===== src/sv/mps_pkg.sv =====
package mps_pkg;

  localparam int SAMPLE_BITS_DEF = 10;
  localparam int LEVEL_W         = 10;
  localparam int TIME_W          = 32;
  localparam int DUR_W           = 16;
  localparam int CNT_W           = 16;
  localparam int CFG_DATA_W      = 32;
  localparam int CFG_IDX_W       = 3;

  // fixed level at or above which soil counts as properly dry
  localparam int DRY_LEVEL = 600;

  localparam logic [DUR_W-1:0]   PUMP_DURATION_RST = DUR_W'(10000);
  localparam logic [LEVEL_W-1:0] DRY_THRESHOLD_RST = LEVEL_W'(320);
  localparam logic [LEVEL_W-1:0] WET_THRESHOLD_RST = LEVEL_W'(250);
  localparam logic [TIME_W-1:0]  MIN_INTERVAL_RST  = TIME_W'(14400000);
  localparam logic [TIME_W-1:0]  MAX_IDLE_RST      = TIME_W'(172800000);
  localparam logic [TIME_W-1:0]  CHECK_INTERVAL_RST   = TIME_W'(300000);
  localparam logic [TIME_W-1:0]  RECHECK_INTERVAL_RST = TIME_W'(1000);
  localparam logic [LEVEL_W-1:0] DISCONNECT_RST    = LEVEL_W'(1000);

  typedef enum logic [CFG_IDX_W-1:0] {
    REG_PUMP_DURATION    = 3'd0,
    REG_DRY_THRESHOLD    = 3'd1,
    REG_WET_THRESHOLD    = 3'd2,
    REG_MIN_INTERVAL     = 3'd3,
    REG_MAX_IDLE         = 3'd4,
    REG_CHECK_INTERVAL   = 3'd5,
    REG_RECHECK_INTERVAL = 3'd6,
    REG_DISCONNECT_LEVEL = 3'd7
  } cfg_idx_t;

  typedef enum logic [2:0] {
    ACT_HELD      = 3'd0,
    ACT_PUMPING   = 3'd1,
    ACT_STOPPED   = 3'd2,
    ACT_NO_NEED   = 3'd3,
    ACT_CAUTIOUS  = 3'd4,
    ACT_DRY_START = 3'd5,
    ACT_TOO_SOON  = 3'd6
  } action_t;

  typedef enum logic [2:0] {
    SOIL_WATER        = 3'd0,
    SOIL_HUMID        = 3'd1,
    SOIL_DRYISH       = 3'd2,
    SOIL_DRY          = 3'd3,
    SOIL_DISCONNECTED = 3'd4,
    SOIL_NONE         = 3'd5
  } soil_t;

  typedef struct packed {
    logic [DUR_W-1:0]   pump_duration_ms;
    logic [LEVEL_W-1:0] dry_threshold;
    logic [LEVEL_W-1:0] wet_threshold;
    logic [TIME_W-1:0]  min_interval_ms;
    logic [TIME_W-1:0]  max_idle_ms;
    logic [TIME_W-1:0]  check_interval_ms;
    logic [TIME_W-1:0]  recheck_interval_ms;
    logic [LEVEL_W-1:0] disconnect_level;
  } cfg_t;

  typedef struct packed {
    logic             pump_on;
    action_t          action;
    soil_t            soil_class;
    logic [CNT_W-1:0] normal_starts;
    logic [CNT_W-1:0] cautious_starts;
  } res_t;

endpackage


===== src/sv/moisture_pump_scheduler.sv =====
// Moisture pump scheduler.
// Input channel (in_valid/in_ready) carries one poll per transaction: the
// millisecond time now_ms and an ADC moisture_sample. Output channel
// (out_valid/out_ready) returns exactly one result per poll: pump_on, action,
// soil_class and the two start counters after that poll.
// Configuration is a plain write port (cfg_we, cfg_index, cfg_data), one
// register per cycle, to be used only while no poll is in flight.
// Timing: a poll accepted into the input register is decided and lands in the
// output register when it advances, once the output register is empty or being
// drained. Throughput is one poll per cycle while the receiver does not stall;
// the per-poll decision is a single pass of 32-bit compares and adds between the
// two registers, with the scheduler state updated in the same edge.
// Reset (rst, synchronous) loads the register defaults and clears the state
// and both pipeline valids.
// When the receiver stalls, the output register holds its result and the
// input register still takes one further poll; in_ready then drops until the
// output register drains.
module moisture_pump_scheduler #(
  parameter int SAMPLE_BITS = mps_pkg::SAMPLE_BITS_DEF
) (
  input  logic                               clk,
  input  logic                               rst,
  input  logic                               in_valid,
  output logic                               in_ready,
  input  logic [mps_pkg::TIME_W-1:0]         now_ms,
  input  logic [SAMPLE_BITS-1:0]             moisture_sample,
  output logic                               out_valid,
  input  logic                               out_ready,
  output logic                               pump_on,
  output logic [2:0]                         action,
  output logic [2:0]                         soil_class,
  output logic [mps_pkg::CNT_W-1:0]          normal_starts,
  output logic [mps_pkg::CNT_W-1:0]          cautious_starts,
  input  logic                               cfg_we,
  input  logic [mps_pkg::CFG_IDX_W-1:0]      cfg_index,
  input  logic [mps_pkg::CFG_DATA_W-1:0]     cfg_data
);

  mps_pkg::cfg_t cfg;

  logic                       s1_valid;
  logic [mps_pkg::TIME_W-1:0] s1_now;
  logic [SAMPLE_BITS-1:0]     s1_sample;
  logic                       adv;

  mps_pkg::soil_t soil;
  logic           need;
  mps_pkg::res_t  res, res_q;
  logic           out_valid_q;

  assign adv      = s1_valid && (!out_valid_q || out_ready);
  assign in_ready = !s1_valid || adv;

  always_ff @(posedge clk) begin
    if (rst) begin
      s1_valid <= 1'b0;
    end else if (in_ready) begin
      s1_valid <= in_valid;
    end
  end

  always_ff @(posedge clk) begin
    if (in_valid && in_ready) begin
      s1_now    <= now_ms;
      s1_sample <= moisture_sample;
    end
  end

  mps_cfg u_cfg (
    .clk       (clk),
    .rst       (rst),
    .cfg_we    (cfg_we),
    .cfg_index (cfg_index),
    .cfg_data  (cfg_data),
    .cfg       (cfg)
  );

  mps_classify #(
    .SAMPLE_BITS (SAMPLE_BITS)
  ) u_classify (
    .sample (s1_sample),
    .cfg    (cfg),
    .soil   (soil),
    .need   (need)
  );

  mps_core u_core (
    .clk  (clk),
    .rst  (rst),
    .take (adv),
    .now  (s1_now),
    .soil (soil),
    .need (need),
    .cfg  (cfg),
    .res  (res)
  );

  always_ff @(posedge clk) begin
    if (rst) begin
      out_valid_q <= 1'b0;
    end else if (adv) begin
      out_valid_q <= 1'b1;
    end else if (out_ready) begin
      out_valid_q <= 1'b0;
    end
  end

  always_ff @(posedge clk) begin
    if (adv) begin
      res_q <= res;
    end
  end

  assign out_valid       = out_valid_q;
  assign pump_on         = res_q.pump_on;
  assign action          = res_q.action;
  assign soil_class      = res_q.soil_class;
  assign normal_starts   = res_q.normal_starts;
  assign cautious_starts = res_q.cautious_starts;

  // a poll waiting in the input register is never dropped
  a_s1_hold: assert property (@(posedge clk) disable iff (rst)
    s1_valid && !adv |=> s1_valid)
    else $error("input transaction lost while stalled");

  // soil is only classified when the pump is idle and not held off
  a_soil_none: assert property (@(posedge clk) disable iff (rst)
    out_valid && (res_q.action == mps_pkg::ACT_HELD || res_q.action == mps_pkg::ACT_PUMPING ||
                  res_q.action == mps_pkg::ACT_STOPPED)
    |-> res_q.soil_class == mps_pkg::SOIL_NONE)
    else $error("soil class reported on a poll that did not sample");

  // a stop leaves the pump off, a start leaves it on
  a_pump_state: assert property (@(posedge clk) disable iff (rst)
    out_valid |-> (res_q.action != mps_pkg::ACT_STOPPED || !res_q.pump_on) &&
                  (res_q.action != mps_pkg::ACT_DRY_START || res_q.pump_on) &&
                  (res_q.action != mps_pkg::ACT_CAUTIOUS || res_q.pump_on))
    else $error("pump drive disagrees with action");

  // a dry start advances the normal counter by exactly one
  a_normal_cnt: assert property (@(posedge clk) disable iff (rst)
    adv && res.action == mps_pkg::ACT_DRY_START |=>
      normal_starts == $past(u_core.normal_count) + 1'b1)
    else $error("normal start count not advanced");

endmodule


===== src/sv/mps_cfg.sv =====
module mps_cfg (
  input  logic                               clk,
  input  logic                               rst,
  input  logic                               cfg_we,
  input  logic [mps_pkg::CFG_IDX_W-1:0]      cfg_index,
  input  logic [mps_pkg::CFG_DATA_W-1:0]     cfg_data,
  output mps_pkg::cfg_t                      cfg
);

  mps_pkg::cfg_t    regs;
  mps_pkg::cfg_idx_t idx;

  assign idx = mps_pkg::cfg_idx_t'(cfg_index);
  assign cfg = regs;

  always_ff @(posedge clk) begin
    if (rst) begin
      regs.pump_duration_ms    <= mps_pkg::PUMP_DURATION_RST;
      regs.dry_threshold       <= mps_pkg::DRY_THRESHOLD_RST;
      regs.wet_threshold       <= mps_pkg::WET_THRESHOLD_RST;
      regs.min_interval_ms     <= mps_pkg::MIN_INTERVAL_RST;
      regs.max_idle_ms         <= mps_pkg::MAX_IDLE_RST;
      regs.check_interval_ms   <= mps_pkg::CHECK_INTERVAL_RST;
      regs.recheck_interval_ms <= mps_pkg::RECHECK_INTERVAL_RST;
      regs.disconnect_level    <= mps_pkg::DISCONNECT_RST;
    end else if (cfg_we) begin
      unique case (idx)
        mps_pkg::REG_PUMP_DURATION:
          regs.pump_duration_ms <= cfg_data[mps_pkg::DUR_W-1:0];
        mps_pkg::REG_DRY_THRESHOLD:
          regs.dry_threshold <= cfg_data[mps_pkg::LEVEL_W-1:0];
        mps_pkg::REG_WET_THRESHOLD:
          regs.wet_threshold <= cfg_data[mps_pkg::LEVEL_W-1:0];
        mps_pkg::REG_MIN_INTERVAL:
          regs.min_interval_ms <= cfg_data[mps_pkg::TIME_W-1:0];
        mps_pkg::REG_MAX_IDLE:
          regs.max_idle_ms <= cfg_data[mps_pkg::TIME_W-1:0];
        mps_pkg::REG_CHECK_INTERVAL:
          regs.check_interval_ms <= cfg_data[mps_pkg::TIME_W-1:0];
        mps_pkg::REG_RECHECK_INTERVAL:
          regs.recheck_interval_ms <= cfg_data[mps_pkg::TIME_W-1:0];
        mps_pkg::REG_DISCONNECT_LEVEL:
          regs.disconnect_level <= cfg_data[mps_pkg::LEVEL_W-1:0];
        default: ;
      endcase
    end
  end

endmodule


===== src/sv/mps_classify.sv =====
module mps_classify #(
  parameter int SAMPLE_BITS = mps_pkg::SAMPLE_BITS_DEF
) (
  input  logic [SAMPLE_BITS-1:0] sample,
  input  mps_pkg::cfg_t          cfg,
  output mps_pkg::soil_t         soil,
  output logic                   need
);

  localparam int CMP_W = (SAMPLE_BITS > mps_pkg::LEVEL_W) ? SAMPLE_BITS : mps_pkg::LEVEL_W;

  logic [CMP_W-1:0] s, disc, dry_thr, wet_thr, dry_lvl;
  logic             is_disc, over_dry_thr;

  assign s       = CMP_W'(sample);
  assign disc    = CMP_W'(cfg.disconnect_level);
  assign dry_thr = CMP_W'(cfg.dry_threshold);
  assign wet_thr = CMP_W'(cfg.wet_threshold);
  assign dry_lvl = CMP_W'(mps_pkg::DRY_LEVEL);

  assign is_disc      = (s >= disc);
  assign over_dry_thr = (s >= dry_thr);
  assign need         = !is_disc && over_dry_thr;

  // priority: disconnected, dry, dryish, humid, water
  always_comb begin
    if (is_disc)           soil = mps_pkg::SOIL_DISCONNECTED;
    else if (s >= dry_lvl) soil = mps_pkg::SOIL_DRY;
    else if (over_dry_thr) soil = mps_pkg::SOIL_DRYISH;
    else if (s > wet_thr)  soil = mps_pkg::SOIL_HUMID;
    else                   soil = mps_pkg::SOIL_WATER;
  end

endmodule


===== src/sv/mps_core.sv =====
module mps_core (
  input  logic                          clk,
  input  logic                          rst,
  input  logic                          take,
  input  logic [mps_pkg::TIME_W-1:0]    now,
  input  mps_pkg::soil_t                soil,
  input  logic                          need,
  input  mps_pkg::cfg_t                 cfg,
  output mps_pkg::res_t                 res
);

  logic [mps_pkg::TIME_W-1:0] hold_until, hold_until_next;
  logic [mps_pkg::TIME_W-1:0] last_start, last_start_next;
  logic [mps_pkg::TIME_W-1:0] first_time;
  logic                       pumping, pumping_next;
  logic                       started;
  logic [mps_pkg::CNT_W-1:0]  normal_count, normal_count_next;
  logic [mps_pkg::CNT_W-1:0]  cautious_count, cautious_count_next;

  logic [mps_pkg::TIME_W-1:0] first_eff, since_start, since_first;
  logic [mps_pkg::TIME_W-1:0] check_at, recheck_at;
  mps_pkg::action_t           action;
  mps_pkg::soil_t             soil_out;

  // the first transaction supplies its own time as the start reference
  assign first_eff   = started ? first_time : now;
  assign since_start = now - last_start;
  assign since_first = now - first_eff;
  assign check_at    = now + cfg.check_interval_ms;
  assign recheck_at  = now + cfg.recheck_interval_ms;

  always_comb begin
    hold_until_next     = hold_until;
    last_start_next     = last_start;
    pumping_next        = pumping;
    normal_count_next   = normal_count;
    cautious_count_next = cautious_count;
    soil_out            = mps_pkg::SOIL_NONE;
    action              = mps_pkg::ACT_HELD;
    if (hold_until > now) begin
      action = mps_pkg::ACT_HELD;
    end else if (pumping) begin
      if (since_start > mps_pkg::TIME_W'(cfg.pump_duration_ms)) begin
        pumping_next    = 1'b0;
        hold_until_next = check_at;
        action          = mps_pkg::ACT_STOPPED;
      end else begin
        hold_until_next = recheck_at;
        action          = mps_pkg::ACT_PUMPING;
      end
    end else begin
      soil_out = soil;
      if (!need) begin
        if (since_start > cfg.max_idle_ms && since_first > cfg.max_idle_ms) begin
          cautious_count_next = cautious_count + 1'b1;
          pumping_next        = 1'b1;
          last_start_next     = now;
          action              = mps_pkg::ACT_CAUTIOUS;
        end else begin
          hold_until_next = check_at;
          action          = mps_pkg::ACT_NO_NEED;
        end
      end else if (last_start == '0 || since_start > cfg.min_interval_ms) begin
        // a start at time zero reads back as never started
        normal_count_next = normal_count + 1'b1;
        pumping_next      = 1'b1;
        last_start_next   = now;
        action            = mps_pkg::ACT_DRY_START;
      end else begin
        hold_until_next = check_at;
        action          = mps_pkg::ACT_TOO_SOON;
      end
    end
  end

  assign res.pump_on         = pumping_next;
  assign res.action          = action;
  assign res.soil_class      = soil_out;
  assign res.normal_starts   = normal_count_next;
  assign res.cautious_starts = cautious_count_next;

  always_ff @(posedge clk) begin
    if (rst) begin
      hold_until     <= '0;
      last_start     <= '0;
      first_time     <= '0;
      pumping        <= 1'b0;
      started        <= 1'b0;
      normal_count   <= '0;
      cautious_count <= '0;
    end else if (take) begin
      hold_until     <= hold_until_next;
      last_start     <= last_start_next;
      first_time     <= first_eff;
      pumping        <= pumping_next;
      started        <= 1'b1;
      normal_count   <= normal_count_next;
      cautious_count <= cautious_count_next;
    end
  end

endmodule


===== config.mk =====
export PLATFORM = sky130hd
export DESIGN_NAME = moisture_pump_scheduler
export DESIGN_NICKNAME = d
export VERILOG_FILES = /design/src/sv/mps_pkg.sv /design/src/sv/moisture_pump_scheduler.sv /design/src/sv/mps_cfg.sv /design/src/sv/mps_classify.sv /design/src/sv/mps_core.sv
export SDC_FILE = /design/constraint.sdc
export NUM_CORES = 1
export LEC_CHECK = 0
export BUFFER_PORTS_ARGS = -buffer_cell sky130_fd_sc_hd__buf_2
export CAP_MARGIN = 5
export CORE_AREA = 2 2 218 220
export CTS_CLUSTER_SIZE = 12
export DETAILED_ROUTE_END_ITERATION = 7
export DIE_AREA = 0 0 220 222
export GPL_TIMING_DRIVEN = 0
export PLACE_DENSITY = 0.75
export REMOVE_ABC_BUFFERS = 1
export SKIP_CTS_REPAIR_TIMING = 1
export SLEW_MARGIN = 20
export SYNTH_ARGS = -nofsm -noshare
export SYNTH_HDL_FRONTEND = slang
export SYNTH_SLANG_ARGS = --single-unit

===== constraint.sdc =====
create_clock -name clk -period 6.99 [get_ports clk]
set_clock_uncertainty 0.1 [all_clocks]
set_input_delay 0.699 -clock clk [delete_from_list [all_inputs] [get_ports clk]]
set_output_delay 0.699 -clock clk [all_outputs]
set_load 0.02 [all_outputs]

==> flow_metrics.tcl, run 1 <==
set metrics [dict create \
    drv_slew 0 \
    critPathArrivalTime_ps 6930 \
    drc_errors 0 \
    p_per_area_nw_per_um2 236 \
    overflow 0 \
    die_h_um 222 \
    drv_cap 0 \
    synth_area_leaders "dfxtp_1 24%, ha_1 15%, edfxtp_1 9.6%" \
    timing.setup.tns_ps 0 \
    status "finished, final reports clean" \
    period_minus_slack_ps 6700 \
    antenna_found_initial 6 \
    finish.utilization_pct 61.3 \
    ioPinCount 123 \
    synth_largest_area_cell "dfxtp_1" \
    cts_made_buffers 44 \
    syn_avg_cell_area_um2 8.35 \
    track_usage_pct 28.0 \
    grt_max_degree 117 \
    rsz0062_at_grt "false" \
    tightest_slew_ps 1090 \
    synth_seq_cells 387 \
    ys_top_cells_by_count "437 x nand2_1, 306 x dfxtp_1, 301 x ha_1, 290 x a21oi_1, 265 x nor2_1" \
    critPathKind "flip-flop to flip-flop" \
    num_rows 79 \
    fin_nets 3494 \
    grt_pass1_wl_um 109000 \
    cpPeakStageDelay_ps 660 \
    period_share_pct 95.9 \
    h-tree-depth 2 \
    routabilityCongestion 0.916 \
    routed_wl_um 70100 \
    clkSinkCount 387 \
    synth.top_cell.area_share_pct 24.2 \
    worst_path_max_delay_cell "or4_4" \
    cts_tree "done" \
    crit_path_cell_trace "buf_4, ha_1, a21o_1, or3_1, o21ba_2, and2_1, o21ai_0, a21oi_1, a21oi_2, nor2b_1, nor2_1, xnor2_1, ha_1, nand4_1, or4_4, a21oi_2, a2111oi_0, o2111ai_2, nand4_1, or4_4, or3_4, buf_4, nor2_1, xor2_1" \
    dpl_cell_area_um2 26500 \
    drive_gt1_share_pct 9.23 \
    peakVddDrop_mv 0.211 \
    yosys_warnings 0 \
    hpwl_um 51600 \
    cp-end-kind "flip-flop" \
    clock_path_buffers 3 \
    setup_viol_count_final 0 \
    dp_cells 3642 \
    critical_path_required_ps 7220 \
    via_per_inst 5.89 \
    synth.most_common_cell "nand2_1" \
    final_cells 3756 \
    clk_latency_ps 590 \
    drtIter0Drc 1648 \
    die_w_um 220 \
    finalHoldViolCount 0 \
    hold_end "s1_now[3]$_DFFE_PP_" \
    synth.distinct_cells 82 \
    timing.rr.start "s1_now[4]$_DFFE_PP_" \
    r2r_slack_ps 290 \
    synthArstFlopShare_pct 0 \
    hp-start "now_ms[3]" \
    rr_endpoint "normal_starts[5]$_DFFE_PP_" \
    die_area_um2 48800 \
    fin_area_um2 28300 \
    coreArea_um2 46300 \
    dr.pass1.iters 5 \
    slew_headroom_pct 27.1 \
    ys_seq_area_share_pct 33.8 \
    cts-root-buf "clkbuf_16" \
    io_buffers 122 \
    hold_class "input pin to flip-flop" \
    reg2reg_depth 24 \
    wl_per_cell_um 18.7 \
    critPathBufInv 2 \
    antenna_left 0 \
    synthFlopType "dfxtp_1" \
    netlist_area_um2 25300 \
    critPathLaunchType "flip-flop" \
    syn_inst 3027 \
    path_clk_slew_ps 60 \
    synth_edf_count 81 \
    start_util_pct 54.7 \
    hold-path-cell-count 1 \
    route.vias.total 22124 \
    max_freq_mhz 149 \
    crit_fanout 14 \
    crit_family "simple AND/OR/NAND/NOR gates" \
    grt_pass1_vias 21368 \
    fillers 3928 \
    syn_to_final_growth_pct 12.1 \
    p_leak_nw 11.9 \
]
## where the power goes
| group | total, mW | internal, mW | switching [mW] |
|---|---|---|---|
| sequential | 2.50 | 2.40 | 0.101 |
| combinational | 1.80 | 0.742 | 1.06 |
| clock | 2.39 | 1.42 | 0.976 |
| total | 6.70 | 4.56 | 2.13 |
## layer usage
| metal | global-route usage (%) | part of all wire [%] | vias to the layer above |
|---|---|---|---|
| li1 | - | - | 10853 |
| met1 | 37.4 | 44 | 10354 |
| met2 | 45.5 | 45 | 757 |
| met3 | 3.44 | 6.8 | 160 |
| met4 | 12.0 | 4.1 | 0 |
| met5 | 0 | 0 | - |
## flip-flops by register name, indices dropped and copies added, names as in the netlist
name	cells
normal_starts	16
u_cfg.cfg	174
out_valid	1
pump_on	1
s1_sample	10
u_core.normal_count	16
soil_class	3
action	3
u_core.last_start	32
u_core.started	1
cautious_starts	16
u_core.pumping	1
u_core.first_time	32
s1_valid	1
u_core.hold_until	32
u_core.cautious_count	16
s1_now	32
## area by class of cell
type,count,area [µm²],share of cell area (%)
Antenna cell,7,17.5,0.0618
Clock buffer,66,1280,4.53
Clock inverter,15,186,0.658
Inverter,215,812,2.87
Multi-Input combinational cell,2300,15700,55.3
Sequential cell,387,8560,30.2
Tap cell,607,759,2.68
Timing Repair Buffer,159,1050,3.70
## per-stage QoR
stage	worst slack (ps)	power (mW)	hold WS [ps]
after floorplan	-1770	3.71	330
after global placement	-4770	4.13	342
after detailed placement	-1840	4.21	346
after CTS	-1860	6.61	154
after global routing	7.48	7.02	176
final	286	6.70	184
## how the worst max path moves through the flow
stage,depth (start not counted),slack (ps),from,end
5_1_grt,29,7,s1_now[0]$_DFFE_PP_,u_core.cautious_count[6]$_SDFFE_PP0P_
2_1_floorplan,27,-1770,u_core.started$_SDFFE_PP0P_,u_core.hold_until[31]$_SDFFE_PP0P_
6_report,24,290,s1_now[4]$_DFFE_PP_,normal_starts[5]$_DFFE_PP_
3_5_place_dp,29,-1840,s1_now[0]$_DFFE_PP_,u_core.hold_until[31]$_SDFFE_PP0P_
4_1_cts,29,-1860,s1_now[0]$_DFFE_PP_,u_core.hold_until[31]$_SDFFE_PP0P_
3_3_place_gp,27,-4770,u_core.started$_SDFFE_PP0P_,u_core.hold_until[30]$_SDFFE_PP0P_
## kinds of logic (layout without fill, tap and decap cells)
logic type	after synthesis	in the layout	synth area share [%]
xor+xnor	153	153	5.30
other cells	0	7	0
compound gates	718	718	18.2
fa+ha+maj	305	305	15.2
flops	387	387	33.8
mux	96	96	3.82
simple gates	1027	1028	18.4
buf+inv	341	455	5.21
## cells in the final DEF (no fill, tap or decap), drive strengths merged, types with 20 or more instances in the layout
| cell type | count |
|---|---|
| buf | 159 |
| nor4 | 22 |
| nand2 | 437 |
| nand2b | 20 |
| xnor2 | 93 |
| ha | 301 |
| nand4 | 49 |
| o21a | 26 |
| nand3 | 51 |
| a211oi | 75 |
| nor2 | 265 |
| and3 | 22 |
| edfxtp | 81 |
| inv | 217 |
| a21o | 90 |
| clkbuf | 66 |
| xor2 | 60 |
| nand3b | 35 |
| mux2i | 91 |
| a211o | 30 |
| a21oi | 290 |
| dfxtp | 306 |
| nor3 | 45 |
| nor2b | 30 |
| o21ai | 89 |
No activity file was read; power rests on OpenSTA's default activity.
==> inputs of run 2 (changes only) <==
- CORE_AREA: 2 2 218 220 -> 2 2 222 224
- DIE_AREA: 0 0 220 222 -> 0 0 224 226
- GPL_ROUTABILITY_DRIVEN: unset -> 0
- MAX_ROUTING_LAYER: unset -> met4
- SYNTH_HIERARCHICAL: unset -> 1
==> run 2 against run 1 <==
Compared with the run above: power grew 1.5%; routed wire length grew 2.1%; critical path type unchanged; highest routed layer unchanged; register-to-register slack lost 120 ps.
==> flow_metrics.tcl, run 2 <==
set metrics [dict create \
    status "finished, final reports clean" \
    ioPinCount 123 \
    syn_to_final_growth_pct 12.0 \
    synth.distinct_cells 96 \
    critPathLaunchType "flip-flop" \
    path_clk_slew_ps 60 \
    yosys_warnings 6 \
    grt_pass1_wl_um 111000 \
    max_freq_mhz 146 \
    grt_busiest_layer "met2" \
    antenna_found_initial 0 \
    cts-root-buf "clkbuf_16" \
    syn_inst 2898 \
    synth_seq_cells 387 \
    p_per_area_nw_per_um2 232 \
    cts_tree "done" \
    multiInputGateArea_um2 16600 \
    peakVddDrop_mv 0.177 \
    drc_errors 0 \
    synth_area_leaders "dfxtp_1 23%, ha_1 14%, mux2i_1 10%" \
    die_h_um 226 \
    use_met1_pct 35.7 \
    hold_class "input pin to flip-flop" \
    h-tree-depth 2 \
    clkSinkCount 387 \
    netlist_area_um2 26200 \
    finalHoldViolCount 0 \
    drv_slew 0 \
    clock_path_buffers 3 \
    met3_usage_pct 3.86 \
    hold-path-cell-count 1 \
    finish.utilization_pct 60.7 \
    period_minus_slack_ps 6830 \
    finalWorstSetupSlack_ps 162 \
    critPathKind "flip-flop to flip-flop" \
    num_rows 81 \
    die_area_um2 50600 \
    synth.most_common_cell "dfxtp_1" \
    drv_cap 0 \
    io_buffers 122 \
    fin_area_um2 29400 \
    clk_latency_ps 600 \
    route.vias.total 21772 \
    period_share_pct 97.7 \
    drtIter0Drc 1908 \
    syn_avg_cell_area_um2 9.05 \
    synthArstFlopShare_pct 0 \
    synth_largest_area_cell "dfxtp_1" \
    layout_common_cells "305 x dfxtp_1, 301 x ha_1, 269 x mux2i_1, 257 x nor2_1, 208 x inv_1" \
    final_common_cell "dfxtp_1" \
    synth.top_cell.area_share_pct 23.4 \
    use_met2_pct 45.0 \
    overflow 0 \
    tightest_slew_ps 1080 \
    synth_edf_count 81 \
    fin_nets 3373 \
    grt_max_degree 146 \
    die_w_um 224 \
    fillers 4027 \
    largest_reg_flops 174 \
    track_usage_pct 28.3 \
    cts_made_buffers 45 \
    synthFlopType "dfxtp_1" \
    hpwl_um 53000 \
    grt_pass1_vias 21266 \
    crit_fanout 19 \
    dr.pass1.iters 6 \
    cp-end-kind "flip-flop" \
    reg2reg_depth 27 \
    start_util_pct 54.2 \
    setup_viol_count_final 0 \
    critPathArrivalTime_ps 7230 \
    p_leak_nw 13.6 \
    insertedDiodeCount 0 \
    antenna_left 0 \
    coreArea_um2 48300 \
    pre_cts_slack_ps -1390 \
    via_per_inst 5.97 \
    slew_headroom_pct 26.9 \
    drive_gt1_share_pct 9.73 \
    critical_path_required_ps 7400 \
    dpl_cell_area_um2 27500 \
    routed_wl_um 71500 \
    final-seq-area_um2 8560 \
    ys_seq_area_share_pct 32.6 \
    ys_top_cells_by_count "306 x dfxtp_1, 301 x ha_1, 269 x mux2i_1, 258 x nor2_1, 208 x inv_1" \
    wl_per_cell_um 19.6 \
]
## run 2: critical path, cell delays in order, from the launching register on
cell,delay (ps)
edfxtp_1,460
inv_1,130
o21ai_1,200
ha_1,180
inv_1,60
fa_1,410
a21oi_2,200
o2111ai_1,270
a41oi_2,350
o211ai_1,310
a32oi_2,330
o21ai_2,160
a211o_1,320
a31oi_2,280
inv_1,60
a21oi_1,190
xnor2_1,160
ha_1,280
a21o_1,170
a21oi_1,210
o211ai_1,150
a221o_1,420
o211ai_1,250
buf_4,200
o22ai_4,120
or3_4,420
buf_16,180
o21ai_1,160
## run 2: final timing paths
path	start	end	slack (ps)
worst min-delay path	moisture_sample[6]	s1_sample[6]$_DFFE_PP_	170
worst min register to register	u_core/hold_until[0]$_SDFFE_PP0P_	u_core/hold_until[0]$_SDFFE_PP0P_	350
worst max-delay path	s1_now[0]$_DFFE_PP_	u_core/hold_until[17]$_SDFFE_PP0P_	160
worst max register to register	s1_now[0]$_DFFE_PP_	u_core/hold_until[17]$_SDFFE_PP0P_	160
## run 2: cell type report
type                    count  share of cell area, %
well taps                 622                   2.65
clock buffers              65                   4.45
repair buffers            157                   3.77
clock inverters            19                  0.929
flip-flops and latches    387                   29.2
inverters                 208                   2.66
multi-input cells        2187                   56.4
## run 2: logic make-up after synthesis
kind of cell / share of synthesized area (%)
compound gates: 15.0
xor+xnor: 5.01
fa+ha+maj: 14.7
buf+inv: 5.08
flops: 32.6
mux: 10.7
simple gates: 17.0
## run 2: power breakdown
group / leakage [nW] / total (mW) / switching, mW / internal [mW]
Clock: 0.776 / 2.51 / 0.983 / 1.53
Combinational: 9.60 / 1.81 / 1.06 / 0.746
Sequential: 3.25 / 2.48 / 0.0901 / 2.39
## run 2: layer usage
| layer | share of wire (%) | up-vias |
|---|---|---|
| met4 | 4.7 | 0 |
| li1 | - | 10495 |
| met5 | 0 | - |
| met2 | 45 | 751 |
| met1 | 44 | 10356 |
| met3 | 6.2 | 170 |
## run 2: metrics by stage
| stage | cells | total power, mW | TNS (ps) | hold WS (ps) |
|---|---|---|---|---|
| 2_1_floorplan | 2781 | 3.69 | -10650 | 328 |
| 4_1_cts | 3627 | 6.73 | -120250 | 149 |
| 3_5_place_dp | 3543 | 4.21 | -110610 | 344 |
| 3_3_place_gp | 3525 | 4.12 | -324420 | 341 |
| 5_1_grt | 3645 | 7.09 | -98.4 | 154 |
| 6_report | 3645 | 6.80 | 0 | 172 |
==> inputs of run 3 (changes only) <==
- GPL_TIMING_DRIVEN: 0 -> unset
- PLACE_DENSITY: 0.75 -> 0.82
- clock period: 6.99 -> 6.25 ns (I/O delays scaled with it)
==> run 3 against run 2 <==
Compared with the run above: sequential power up 11%; clock power shrank 2%; utilization up 0.28 points; worst setup slack got worse by 120 ps; routed wire length grew 6.0%; die area is the same; maximum frequency up 10%; highest routed layer unchanged.
==> flow_metrics.tcl, run 3 (same netlist as run 2, synthesis figures left out) <==
set metrics [dict create \
    status "finished, final reports clean" \
    drtIter0Drc 1985 \
    num_rows 81 \
    via_per_inst 6.13 \
    cp-end-kind "flip-flop" \
    routed_wl_um 75800 \
    track_usage_pct 30.0 \
    start_util_pct 54.2 \
    clkSinkCount 387 \
    p_leak_nw 13.8 \
    clk_latency_ps 580 \
    final_common_cell "dfxtp_1" \
    combPwrFrac_pct 29.0 \
    syn_to_final_growth_pct 12.5 \
    tightest_slew_ps 1030 \
    period_share_pct 99.3 \
    critPathLaunchType "flip-flop" \
    cpMostUsedCell "buf_4" \
    overflow 0 \
    period_minus_slack_ps 6210 \
    grt_pass1_vias 22525 \
    cts_made_buffers 43 \
    p_int_mw 4.96 \
    max_freq_mhz 161 \
    finalHoldViolCount 0 \
    ioPinCount 123 \
    power.switching_fraction_pct 32.4 \
    hold_class "input pin to flip-flop" \
    largest_reg_flops 174 \
    critical_path_required_ps 6650 \
    fin_nets 3445 \
    antenna_left 0 \
    drive_gt1_share_pct 12.0 \
    cts_tree "done" \
    h-tree-depth 2 \
    finalWorstSetupSlack_ps 44.8 \
    cts-root-buf "clkbuf_16" \
    timing.setup.tns_ps 0 \
    peakVddDrop_mv 0.167 \
    critPathArrivalTime_ps 6600 \
    grt_max_degree 168 \
    slew_headroom_pct 30.9 \
    hpwl_um 56400 \
    path_clk_slew_ps 60 \
    cpPeakStageDelay_ps 940 \
    critPathKind "flip-flop to flip-flop" \
    p_per_area_nw_per_um2 249 \
    p_clk_share_pct 33.3 \
    drv_cap 0 \
    die_area_um2 50600 \
    antenna_found_initial 0 \
    crit_path_cell_trace "buf_4, mux2i_1, ha_1, buf_4, a21o_1, a21o_1, a311o_1, a31oi_2, nor2b_1, o21ai_0, a21oi_1, ha_1, nand4_1, o41ai_1, o31a_1, o211ai_1, buf_4, buf_4, nor3_4, buf_4, nand4_1, or3_1, a21oi_1" \
    route.vias.total 22771 \
    clock_path_buffers 3 \
    worst_path_max_delay_cell "o41ai_1" \
    layout_common_cells "305 x dfxtp_1, 301 x ha_1, 267 x mux2i_1, 257 x nor2_1, 208 x inv_1" \
    rsz0062_at_grt "true" \
    p_seq_share_pct 37.6 \
    coreArea_um2 48300 \
    crit_family "compound AO/OA/AOI/OAI gates" \
    setup_viol_count_final 0 \
    io_buffers 122 \
    pre_cts_slack_ps -355 \
    die_w_um 224 \
    crit_fanout 8 \
    drc_errors 0 \
    grt_pass1_wl_um 117000 \
    dr.pass1.iters 6 \
    critPathBufInv 5 \
    p_sw_mw 2.38 \
    wl_per_cell_um 20.4 \
    die_h_um 226 \
    p_total_mw 7.34 \
    drv_slew 0 \
]
==> run 3: power by group through the flow <==
stage | Combinational, mW | Sequential, mW | Clock [mW]
2_1_floorplan | 1.32 | 2.81 | 0
3_3_place_gp | 1.90 | 2.81 | 0
3_5_place_dp | 2.00 | 2.81 | 0
4_1_cts | 2.03 | 2.76 | 2.48
5_1_grt | 2.30 | 2.77 | 2.57
6_report | 2.13 | 2.76 | 2.45
==> run 3: layout make-up <==
type,instances,area [µm²]
Antenna cell,1,2.50
Tap cell,622,778
Fill cell,3847,18900
Clock buffer,62,1220
Timing Repair Buffer,232,1480
Inverter,208,781
Sequential cell,387,8560
Clock inverter,17,124
Multi-Input combinational cell,2186,16600
==> run 3: routing by layer <==
| layer | share of wire, % | up-vias | wire length (µm) | track usage (%) |
|---|---|---|---|---|
| li1 | - | 10652 | - | - |
| met1 | 40 | 10797 | 30400 | 35.4 |
| met2 | 46 | 1025 | 34700 | 48.5 |
| met3 | 7.4 | 297 | 5610 | 3.96 |
| met4 | 6.8 | 0 | 5130 | 19.1 |
| met5 | 0 | - | 0 | - |
==> run 3: through the flow <==
stage | hold WS (ps) | instances | util (%) | instance area, µm²
3_3_place_gp | 336 | 3628 | 57.7 | 27900
6_report | 114 | 3715 | 61.0 | 29500
4_1_cts | 97.0 | 3707 | 60.5 | 29300
3_5_place_dp | 346 | 3628 | 57.7 | 27900
2_1_floorplan | 328 | 2781 | - | 25700
5_1_grt | 102 | 3714 | 61.0 | 29500
==> run 3: path summary, 6_finish.rpt <==
kind | from | end | slack, ps | cells after the start
worst max-delay path | u_core/started$_SDFFE_PP0P_ | u_core/cautious_count[15]$_SDFFE_PP0P_ | 40 | 23
worst min-delay path | moisture_sample[7] | s1_sample[7]$_DFFE_PP_ | 110 | 1
worst max register to register | u_core/started$_SDFFE_PP0P_ | u_core/cautious_count[15]$_SDFFE_PP0P_ | 40 | 23
worst min register to register | u_core/hold_until[30]$_SDFFE_PP0P_ | u_core/hold_until[30]$_SDFFE_PP0P_ | 350 | 2
